==> src/hdl/dual_wheel_period_tachometer_macros.svh <==
// assertion macros for the dual wheel period tachometer
`ifndef DUAL_WHEEL_PERIOD_TACHOMETER_MACROS_SVH
`define DUAL_WHEEL_PERIOD_TACHOMETER_MACROS_SVH
`ifndef SYNTH
`define DWPT_ASSERT_HOLD(lbl, cond) \
    lbl: assert property (@(posedge i_clk) disable iff (!i_rst_n) (cond)) \
        else $error("dwpt: invariant violated");
`define DWPT_ASSERT_NEXT(lbl, pre, post) \
    lbl: assert property (@(posedge i_clk) disable iff (!i_rst_n) (pre) |=> (post)) \
        else $error("dwpt: sequence violated");
`else
`define DWPT_ASSERT_HOLD(lbl, cond)
`define DWPT_ASSERT_NEXT(lbl, pre, post)
`endif
`endif

==> src/hdl/dwpt_pkg.sv <==
// shared types and constants of the dual wheel period tachometer
package dwpt_pkg;

    localparam int CAP_IN_W   = 32;
    localparam int PPR_W      = 8;
    localparam int DIA_W      = 12;
    localparam int CLK_W      = 28;
    localparam int TMO_W      = 16;
    localparam int CFG_DATA_W = 28;
    localparam int CFG_IDX_W  = 2;
    localparam int RPM_W      = 24;
    localparam int SPEED_W    = 18;

    localparam logic [CFG_IDX_W-1:0] REG_PPR = 2'd0;
    localparam logic [CFG_IDX_W-1:0] REG_DIA = 2'd1;
    localparam logic [CFG_IDX_W-1:0] REG_CLK = 2'd2;
    localparam logic [CFG_IDX_W-1:0] REG_TMO = 2'd3;

    localparam logic [PPR_W-1:0] PPR_RESET = 8'd1;
    localparam logic [DIA_W-1:0] DIA_RESET = 12'd500;
    localparam logic [CLK_W-1:0] CLK_RESET = 28'd84000000;
    localparam logic [TMO_W-1:0] TMO_RESET = 16'd2000;

    localparam logic KIND_CAPTURE = 1'b0;
    localparam logic KIND_TICK    = 1'b1;

    // clock * 60 width
    localparam int CLK60_W = CLK_W + 6;
    localparam logic [CLK60_W-1:0] SEC_PER_MIN = 34'd60;

    // km/h per rpm in Q40: floor(d * pi_q28 * 60 * 2^12 / 1e6)
    localparam int F_Q       = 40;
    localparam logic [31:0] PI_Q28 = 32'h3243F6A8;
    localparam int F_NUM_W   = 60;
    localparam int F_W       = 40;
    localparam int F_DEN_W   = 20;
    localparam logic [47:0] SPEED_K = 48'(PI_Q28) * 48'd60 * 48'd4096;
    localparam logic [F_DEN_W-1:0] MM_PER_KM_SCALE = 20'd1000000;

    localparam int CNT_W = $clog2(F_NUM_W);

    typedef enum logic [2:0] {
        S_IDLE,
        S_SETUP,
        S_DIV,
        S_MUL,
        S_DONE,
        S_PUSH
    } t_state;

    typedef struct packed {
        logic load;
        logic step;
    } t_div_ctrl;

endpackage

==> src/hdl/dwpt_serial_div.sv <==
// bit-serial restoring divider, one quotient bit per step
module dwpt_serial_div #(
    parameter int NUM_W = 42,
    parameter int DEN_W = 40
) (
    input  logic                i_clk,
    input  dwpt_pkg::t_div_ctrl i_ctrl,
    input  logic [NUM_W-1:0]    i_num,
    input  logic [DEN_W-1:0]    i_den,
    output logic [NUM_W-1:0]    o_quo
);

    logic [NUM_W-1:0] r_quo;
    logic [DEN_W-1:0] r_rem;
    logic [DEN_W-1:0] r_den;

    logic [DEN_W:0]   trial;
    logic             ge;
    logic [DEN_W:0]   diff;
    logic [DEN_W-1:0] n_rem;

    always_comb begin
        trial = {r_rem, r_quo[NUM_W-1]};
        ge    = trial >= {1'b0, r_den};
        diff  = trial - {1'b0, r_den};
        n_rem = ge ? diff[DEN_W-1:0] : trial[DEN_W-1:0];
    end

    always_ff @(posedge i_clk) begin
        if (i_ctrl.load) begin
            r_quo <= i_num;
            r_rem <= '0;
            r_den <= i_den;
        end else if (i_ctrl.step) begin
            r_quo <= {r_quo[NUM_W-2:0], ge};
            r_rem <= n_rem;
        end
    end

    assign o_quo = r_quo;

endmodule

==> src/hdl/dual_wheel_period_tachometer.sv <==
// top level of the dual wheel period tachometer
//
// Input channel (i_valid, o_stall): a word is either a timer capture of one
// wheel (i_kind = 0, i_wheel, i_capture_value) or a one millisecond tick
// (i_kind = 1). Output channel (o_valid, i_stall): every input word gives
// exactly one output word with rpm and km/h of both wheels.
// Ticks, first captures, zero periods and captures with zero pulses per
// revolution go straight to the push state. A capture that is measured runs
// a bit-serial restoring divider (the km/h factor division by 1e6 sets the
// length of this phase, rpm is divided in the same window) and then a
// bit-serial multiplier before it goes to the push state.
// One word is processed at a time; o_stall is high while it is worked on.
// The output register holds a finished word while i_stall is high, and the
// next input word is taken meanwhile; its result waits until the register
// is free. Reset (i_rst_n low, synchronous) clears both wheels and loads
// the register defaults. Configuration writes (i_cfg_we, i_cfg_idx,
// i_cfg_data) take effect at once; the user makes them only while the block
// is idle, the block itself does not enforce this.
`include "dual_wheel_period_tachometer_macros.svh"

module dual_wheel_period_tachometer #(
    parameter int CAPTURE_WIDTH   = 32,
    parameter int RPM_FRAC_BITS   = 8,
    parameter int SPEED_FRAC_BITS = 8
) (
    input  logic                                i_clk,
    input  logic                                i_rst_n,
    input  logic                                i_cfg_we,
    input  logic [dwpt_pkg::CFG_IDX_W-1:0]      i_cfg_idx,
    input  logic [dwpt_pkg::CFG_DATA_W-1:0]     i_cfg_data,
    input  logic                                i_valid,
    output logic                                o_stall,
    input  logic                                i_kind,
    input  logic                                i_wheel,
    input  logic [dwpt_pkg::CAP_IN_W-1:0]       i_capture_value,
    output logic                                o_valid,
    input  logic                                i_stall,
    output logic [dwpt_pkg::RPM_W-1:0]          o_rpm_right,
    output logic [dwpt_pkg::RPM_W-1:0]          o_rpm_left,
    output logic [dwpt_pkg::SPEED_W-1:0]        o_speed_right,
    output logic [dwpt_pkg::SPEED_W-1:0]        o_speed_left
);

    localparam int NUM_W = dwpt_pkg::CLK60_W + RPM_FRAC_BITS;
    localparam int DEN_W = dwpt_pkg::PPR_W + CAPTURE_WIDTH;
    localparam int PROD_W = dwpt_pkg::F_W + NUM_W;
    localparam int SH = dwpt_pkg::F_Q + RPM_FRAC_BITS - SPEED_FRAC_BITS;
    localparam int CW = dwpt_pkg::CNT_W;

    // configuration
    logic [dwpt_pkg::PPR_W-1:0] r_ppr;
    logic [dwpt_pkg::DIA_W-1:0] r_dia;
    logic [dwpt_pkg::CLK_W-1:0] r_clk_hz;
    logic [dwpt_pkg::TMO_W-1:0] r_tmo;

    // wheel state
    logic [CAPTURE_WIDTH-1:0]    r_last   [2];
    logic [1:0]                  r_armed;
    logic [dwpt_pkg::TMO_W-1:0]  r_ms     [2];
    logic [dwpt_pkg::RPM_W-1:0]  r_rpm    [2];
    logic [dwpt_pkg::SPEED_W-1:0] r_speed [2];

    dwpt_pkg::t_state r_state;
    dwpt_pkg::t_state n_state;

    logic                      r_w;
    logic [CAPTURE_WIDTH-1:0]  r_period;
    logic [CW-1:0]             r_cnt;
    logic [dwpt_pkg::RPM_W-1:0] r_rpm_sat;
    logic [dwpt_pkg::F_W-1:0]  r_acc;
    logic [NUM_W-1:0]          r_mlo;

    logic                        r_out_valid;
    logic [dwpt_pkg::RPM_W-1:0]   r_out_rpm_r;
    logic [dwpt_pkg::RPM_W-1:0]   r_out_rpm_l;
    logic [dwpt_pkg::SPEED_W-1:0] r_out_speed_r;
    logic [dwpt_pkg::SPEED_W-1:0] r_out_speed_l;

    logic                      in_acc;
    logic                      out_free;
    logic [CAPTURE_WIDTH-1:0]  cap;
    logic [CAPTURE_WIDTH-1:0]  period;
    logic                      measure;
    logic [dwpt_pkg::TMO_W-1:0] ms_inc [2];

    dwpt_pkg::t_div_ctrl       rpm_ctrl;
    dwpt_pkg::t_div_ctrl       f_ctrl;
    logic [NUM_W-1:0]          rpm_num;
    logic [DEN_W-1:0]          rpm_den;
    logic [NUM_W-1:0]          rpm_quo;
    logic [dwpt_pkg::F_NUM_W-1:0] f_num;
    logic [dwpt_pkg::F_NUM_W-1:0] f_quo;
    logic [dwpt_pkg::F_W-1:0]  f_val;

    logic [dwpt_pkg::F_W:0]    msum;
    logic [PROD_W-1:0]         prod;
    logic                      speed_over;
    logic [dwpt_pkg::SPEED_W-1:0] speed_sat;
    logic                      rpm_over;

    assign in_acc   = i_valid && !o_stall;
    assign out_free = !r_out_valid || !i_stall;
    assign cap      = i_capture_value[CAPTURE_WIDTH-1:0];
    assign period   = cap - r_last[i_wheel];
    assign measure  = r_armed[i_wheel] && (period != '0);

    always_comb begin
        for (int w = 0; w < 2; w++) begin
            ms_inc[w] = (r_ms[w] == '1) ? r_ms[w] : r_ms[w] + 1'b1;
        end
    end

    assign rpm_num = NUM_W'(dwpt_pkg::CLK60_W'(r_clk_hz) * dwpt_pkg::SEC_PER_MIN)
                     << RPM_FRAC_BITS;
    assign rpm_den = DEN_W'(r_ppr) * DEN_W'(r_period);
    assign f_num   = dwpt_pkg::F_NUM_W'(r_dia) * dwpt_pkg::F_NUM_W'(dwpt_pkg::SPEED_K);
    assign f_val   = f_quo[dwpt_pkg::F_W-1:0];

    always_comb begin
        rpm_ctrl.load = (r_state == dwpt_pkg::S_SETUP);
        rpm_ctrl.step = (r_state == dwpt_pkg::S_DIV) && (r_cnt < CW'(NUM_W));
        f_ctrl.load   = (r_state == dwpt_pkg::S_SETUP);
        f_ctrl.step   = (r_state == dwpt_pkg::S_DIV);
    end

    dwpt_serial_div #(
        .NUM_W (NUM_W),
        .DEN_W (DEN_W)
    ) u_rpm_div (
        .i_clk  (i_clk),
        .i_ctrl (rpm_ctrl),
        .i_num  (rpm_num),
        .i_den  (rpm_den),
        .o_quo  (rpm_quo)
    );

    dwpt_serial_div #(
        .NUM_W (dwpt_pkg::F_NUM_W),
        .DEN_W (dwpt_pkg::F_DEN_W)
    ) u_f_div (
        .i_clk  (i_clk),
        .i_ctrl (f_ctrl),
        .i_num  (f_num),
        .i_den  (dwpt_pkg::MM_PER_KM_SCALE),
        .o_quo  (f_quo)
    );

    always_comb begin
        msum       = {1'b0, r_acc} + (r_mlo[0] ? {1'b0, f_val} : '0);
        prod       = {r_acc, r_mlo};
        speed_over = |prod[PROD_W-1:SH+dwpt_pkg::SPEED_W];
        speed_sat  = speed_over ? '1 : prod[SH +: dwpt_pkg::SPEED_W];
        rpm_over   = |rpm_quo[NUM_W-1:dwpt_pkg::RPM_W];
    end

    // sequencer
    always_ff @(posedge i_clk) begin
        if (!i_rst_n) begin
            r_state <= dwpt_pkg::S_IDLE;
        end else begin
            r_state <= n_state;
        end
    end

    always_comb begin
        n_state = r_state;
        o_stall = 1'b1;
        unique case (r_state)
            dwpt_pkg::S_IDLE: begin
                o_stall = 1'b0;
                if (i_valid) begin
                    if (i_kind == dwpt_pkg::KIND_CAPTURE && measure && r_ppr != '0) begin
                        n_state = dwpt_pkg::S_SETUP;
                    end else begin
                        n_state = dwpt_pkg::S_PUSH;
                    end
                end
            end
            dwpt_pkg::S_SETUP: begin
                n_state = dwpt_pkg::S_DIV;
            end
            dwpt_pkg::S_DIV: begin
                if (r_cnt == CW'(dwpt_pkg::F_NUM_W - 1)) begin
                    n_state = dwpt_pkg::S_MUL;
                end
            end
            dwpt_pkg::S_MUL: begin
                if (r_cnt == CW'(NUM_W - 1)) begin
                    n_state = dwpt_pkg::S_DONE;
                end
            end
            dwpt_pkg::S_DONE: begin
                n_state = dwpt_pkg::S_PUSH;
            end
            dwpt_pkg::S_PUSH: begin
                if (out_free) begin
                    n_state = dwpt_pkg::S_IDLE;
                end
            end
            default: begin
                n_state = dwpt_pkg::S_IDLE;
            end
        endcase
    end

    // configuration registers
    always_ff @(posedge i_clk) begin
        if (!i_rst_n) begin
            r_ppr    <= dwpt_pkg::PPR_RESET;
            r_dia    <= dwpt_pkg::DIA_RESET;
            r_clk_hz <= dwpt_pkg::CLK_RESET;
            r_tmo    <= dwpt_pkg::TMO_RESET;
        end else if (i_cfg_we) begin
            unique case (i_cfg_idx)
                dwpt_pkg::REG_PPR: r_ppr    <= i_cfg_data[dwpt_pkg::PPR_W-1:0];
                dwpt_pkg::REG_DIA: r_dia    <= i_cfg_data[dwpt_pkg::DIA_W-1:0];
                dwpt_pkg::REG_CLK: r_clk_hz <= i_cfg_data[dwpt_pkg::CLK_W-1:0];
                dwpt_pkg::REG_TMO: r_tmo    <= i_cfg_data[dwpt_pkg::TMO_W-1:0];
                default: ;
            endcase
        end
    end

    // wheel state
    always_ff @(posedge i_clk) begin
        if (!i_rst_n) begin
            r_armed <= '0;
            for (int w = 0; w < 2; w++) begin
                r_last[w]  <= '0;
                r_ms[w]    <= '0;
                r_rpm[w]   <= '0;
                r_speed[w] <= '0;
            end
        end else if (in_acc) begin
            if (i_kind == dwpt_pkg::KIND_CAPTURE) begin
                r_last[i_wheel]  <= cap;
                r_armed[i_wheel] <= 1'b1;
                r_ms[i_wheel]    <= '0;
                if (measure && r_ppr == '0) begin
                    r_rpm[i_wheel]   <= '0;
                    r_speed[i_wheel] <= '0;
                end
            end else begin
                for (int w = 0; w < 2; w++) begin
                    r_ms[w] <= ms_inc[w];
                    if (ms_inc[w] > r_tmo) begin
                        r_rpm[w]   <= '0;
                        r_speed[w] <= '0;
                    end
                end
            end
        end else if (r_state == dwpt_pkg::S_DONE) begin
            r_rpm[r_w]   <= r_rpm_sat;
            r_speed[r_w] <= speed_sat;
        end
    end

    // measurement datapath
    always_ff @(posedge i_clk) begin
        if (in_acc) begin
            r_w      <= i_wheel;
            r_period <= period;
        end
        unique case (r_state)
            dwpt_pkg::S_SETUP: begin
                r_cnt <= '0;
            end
            dwpt_pkg::S_DIV: begin
                if (r_cnt == CW'(dwpt_pkg::F_NUM_W - 1)) begin
                    r_cnt     <= '0;
                    r_acc     <= '0;
                    r_mlo     <= rpm_quo;
                    r_rpm_sat <= rpm_over ? '1 : rpm_quo[dwpt_pkg::RPM_W-1:0];
                end else begin
                    r_cnt <= r_cnt + 1'b1;
                end
            end
            dwpt_pkg::S_MUL: begin
                r_cnt <= r_cnt + 1'b1;
                r_acc <= msum[dwpt_pkg::F_W:1];
                r_mlo <= {msum[0], r_mlo[NUM_W-1:1]};
            end
            default: ;
        endcase
    end

    // output register
    always_ff @(posedge i_clk) begin
        if (!i_rst_n) begin
            r_out_valid <= 1'b0;
        end else if (r_state == dwpt_pkg::S_PUSH && out_free) begin
            r_out_valid <= 1'b1;
        end else if (!i_stall) begin
            r_out_valid <= 1'b0;
        end
    end

    always_ff @(posedge i_clk) begin
        if (r_state == dwpt_pkg::S_PUSH && out_free) begin
            r_out_rpm_r   <= r_rpm[0];
            r_out_rpm_l   <= r_rpm[1];
            r_out_speed_r <= r_speed[0];
            r_out_speed_l <= r_speed[1];
        end
    end

    assign o_valid       = r_out_valid;
    assign o_rpm_right   = r_out_rpm_r;
    assign o_rpm_left    = r_out_rpm_l;
    assign o_speed_right = r_out_speed_r;
    assign o_speed_left  = r_out_speed_l;

    `DWPT_ASSERT_NEXT(a_busy_after_accept, in_acc, o_stall)
    `DWPT_ASSERT_NEXT(a_push_loads, r_state == dwpt_pkg::S_PUSH && out_free, o_valid && r_state == dwpt_pkg::S_IDLE)
    `DWPT_ASSERT_NEXT(a_capture_arms, in_acc && i_kind == dwpt_pkg::KIND_CAPTURE, r_armed[$past(i_wheel)])
    `DWPT_ASSERT_HOLD(a_stall_when_busy, r_state == dwpt_pkg::S_IDLE || o_stall)

endmodule

==> config.mk <==
export PLATFORM = sky130hd
export DESIGN_NAME = dual_wheel_period_tachometer
export DESIGN_NICKNAME = d
export VERILOG_FILES = /design/src/hdl/dwpt_pkg.sv /design/src/hdl/dwpt_serial_div.sv /design/src/hdl/dual_wheel_period_tachometer.sv
export VERILOG_INCLUDE_DIRS = /design/src /design/src/hdl
export SDC_FILE = /design/constraint.sdc
export NUM_CORES = 2
export LEC_CHECK = 0
export BUFFER_PORTS_ARGS = -buffer_cell sky130_fd_sc_hd__buf_2
export CAP_MARGIN = 20
export CORE_MARGIN = 3
export CORE_UTILIZATION = 65
export DETAILED_ROUTE_END_ITERATION = 12
export PLACE_DENSITY = 0.83
export SYNTH_ARGS = -nofsm -noshare
export SYNTH_HDL_FRONTEND = slang
export SYNTH_HIERARCHICAL = 1
export SYNTH_SLANG_ARGS = --single-unit
==> constraint.sdc <==
create_clock -name i_clk -period 16.5 [get_ports i_clk]
set_clock_uncertainty 0.15 [all_clocks]
set_input_delay 1.65 -clock i_clk [delete_from_list [all_inputs] [get_ports i_clk]]
set_output_delay 1.65 -clock i_clk [all_outputs]
set_load 0.1 [all_outputs]
==> flow_summary.ini <==
[power]
p_total_mw = 8.73
leakagePower_nw = 24.8
swShare_pct = 40.7
power_frac_comb_pct = 48.5
p_sw_mw = 3.55
vdd.ir_drop.worst_mv = 0.108
pwr_density_cell_nw_per_um2 = 153
clock_power_share_pct = 20.3
seq_power_share_pct = 31.1
internal_power_mw = 5.18

[route]
wire_per_inst_um = 18.6
drt_wl_total_mm = 118
post_drt_via_cell_ratio = 5.88
dr.pass1.iters = 7
drt_iter0_markers = 3573
route.detailed.drc = 0
via_count = 37496
ant_nets = 0

[min_path]
hold_class = reg -> reg
holdPathEnd = o_speed_right[2]$_DFFE_PP_
hold_depth = 0
hold_start = r_speed[0][2]$_SDFFCE_PN0P_

[sta]
finalCriticalPeriod_ns = 7.50
period_share_pct = 45.5
rsz0062_at_grt = no
worst_pin_slew_ns = 1.08
setup_viol = 0
maxSlewHeadroom_pct = 27.8
hold_viol_final = 0
slew_violations = 0
setup-tns-final_ns = 0
final.setup.worst_slack_ns = 9.00
hold_ws_ns = 0.260
fmax_mhz = 133

[global_routing]
grt_pass1_vias = 36415
grt_pass1_wl_mm = 191
antenna_found_initial = 1
gr-usage-all-layers_pct = 28.4
grt_max_degree = 85
overflow = 0

[layout]
diodes = 0
fin_area_um2 = 56900
final_common_cell = nand2_1
final_core_util_pct = 71.6
drive_above_1_share_pct = 9.14
fin_cells = 6376
final_cell_mix = nand2_1, inv_1, edfxtp_1, fa_1, ha_1
nets = 6084
area_delta_synth_final_pct = 8.72

[placed_design]
place_ws_ns = 9.15
place.gp.congestion = 0.917
placed_area_um2 = 54200
dp_cells = 6234
io_buffer_count = 154
dp.final_hpwl_mm = 89.2

[setup_path]
worstPathRequired_ns = 16.73
r2r_end = u_f_div/o_quo[59]$_DFFE_PP_
start_kind = flop
r2r_slack_ns = 9.00
path_class = reg -> reg
end_kind = flop
r2r_start = r_dia[3]$_SDFFE_PN0P_
crit_arrival_ns = 7.73
crit_fanout = 7
ff2ff_path_depth = 23

[logic_synthesis]
synth_area_um2 = 52300
async_flop_share_pct = 0
synth_flop_cell = edfxtp_1
yosys-top-cells-area = edfxtp_1, fa_1, ha_1
synth_edf_count = 539
yosys.area.top_type_share_pct = 30.9
synth_area_per_cell_um2 = 10.2
ys_seq_area_share_pct = 37.1
ys_warn_count = 6
synth_largest_area_cell = edfxtp_1
synth-seq-cells = 701
synth_cell_type_count = 98
syn_inst = 5130

[die]
die_h_um = 290
rows = 103
core-area_um2 = 79400
die_x_um = 290
start_util_pct = 65.9
fp.dieArea_um2 = 83900
ios = 155

[clock_tree]
cts_resized = 0
postCtsSetupRepairBufs = 0
htreeDepth = 3
cts_tree = done
cts_hold_buf = 0
cts-root-buf = clkbuf_16
cts_buffer_depth = 3
cts_buffers = 76
cts_num_sinks = 701
clk_pin_slew_ns = 0.06
clkLatencyLatePin_ns = 0.64

[flow_run]
cap_violations = 0

[outcome]
status = finished, final reports clean
## cell type report
class                      count  area [µm²]
clock buffer                  90        1960
clock inverter                48         674
fill                        5635       22500
inverter                     588        2210
multi-input combinational   3703       30100
sequential                   701       19400
tap                         1050        1310
timing repair buffer         196        1140
## critical path, stage by stage (launching register included)
cell and delay (ns):
dfxtp_1 0.40, fa_1 0.78, inv_1 0.15, fa_1 0.54, fa_1 0.50, inv_1 0.05, fa_1 0.53, inv_1 0.05
fa_1 0.58, inv_1 0.06, ha_1 0.35, a21o_1 0.20, a21oi_1 0.18, nor2_1 0.07, or3_1 0.29, a2111oi_0 0.54
a211oi_1 0.19, a41oi_1 0.42, a31oi_1 0.20, a41o_1 0.29, nor2_1 0.17, a21oi_1 0.11, xor2_1 0.15, mux2_2 0.27
## kinds of logic after synthesis
| logic type | share of synthesized area, % |
|---|---|
| flip-flops | 37.1 |
| XOR/XNOR | 3.95 |
| AND/OR/NAND/NOR | 15.4 |
| other | 0.0144 |
| buffers and inverters | 5.72 |
| adder cells (fa/ha/maj) | 23.4 |
| AO/OA/AOI/OAI | 11.1 |
| multiplexers | 3.32 |
## sequential cells by signal, indices dropped and copies added, names as in the netlist, 28 cells and up
signal,cells
u_rpm_div/r_den,40
u_f_div/o_quo,60
r_rpm,48
r_speed,36
r_ms,32
r_period,32
u_rpm_div/r_rem,40
r_acc,40
r_mlo,42
u_rpm_div/o_quo,42
r_last,64
r_clk_hz,28
## metal layers
metal / global-route usage (%) / vias to the layer above / routed length [µm]
met5: 0 / - / 0
met4: 6.67 / 0 / 2580
met3: 4.40 / 156 / 9040
met2: 45.5 / 1330 / 54800
met1: 41.0 / 18261 / 51900
li1: - / 17749 / -
## synthesized netlist by cell type, types with 12 or more instances
master / count
a211o_1: 12
a211oi_1: 31
a21boi_0: 41
a21o_1: 119
a21oi_1: 217
a311oi_1: 14
a311oi_2: 16
a31oi_1: 26
and2_1: 297
and3_1: 51
buf_2: 12
clkbuf_1: 147
dfxtp_1: 162
edfxtp_1: 539
fa_1: 382
ha_1: 367
inv_1: 587
mux2_2: 108
mux2i_1: 52
nand2_1: 590
nand2b_1: 61
nand3_1: 92
nand4_1: 41
nor2_1: 327
nor2b_1: 45
nor3_1: 63
nor4_1: 22
o211ai_1: 38
o21a_1: 38
o21ai_0: 120
o21ai_1: 16
o21bai_1: 27
o31ai_1: 19
or3_1: 17
xnor2_1: 148
xor2_1: 88
## worst max path at each step
stage / start / endpoint / depth (start not counted)
floorplan: r_state[0]$_SDFFE_PN0P_ / u_f_div/o_quo[0]$_DFFE_PP_ / 6
global placement: r_dia[9]$_SDFFE_PN0P_ / u_f_div/o_quo[59]$_DFFE_PP_ / 23
detailed placement: r_dia[9]$_SDFFE_PN0P_ / u_f_div/o_quo[59]$_DFFE_PP_ / 23
CTS: r_dia[9]$_SDFFE_PN0P_ / u_f_div/o_quo[59]$_DFFE_PP_ / 23
global route: r_dia[3]$_SDFFE_PN0P_ / u_f_div/o_quo[59]$_DFFE_PP_ / 23
finish: r_dia[3]$_SDFFE_PN0P_ / u_f_div/o_quo[59]$_DFFE_PP_ / 23
## power groups by stage
| stage | logic (mW) | registers (mW) | clock network [mW] |
|---|---|---|---|
| finish | 4.24 | 2.72 | 1.77 |
| global route | 4.70 | 2.76 | 1.87 |
| CTS | 4.20 | 2.71 | 1.81 |
| detailed placement | 4.16 | 2.75 | 0 |
| global placement | 4.05 | 2.73 | 0 |
| floorplan | 3.07 | 2.89 | 0 |
(Power assumes the default switching activity.)
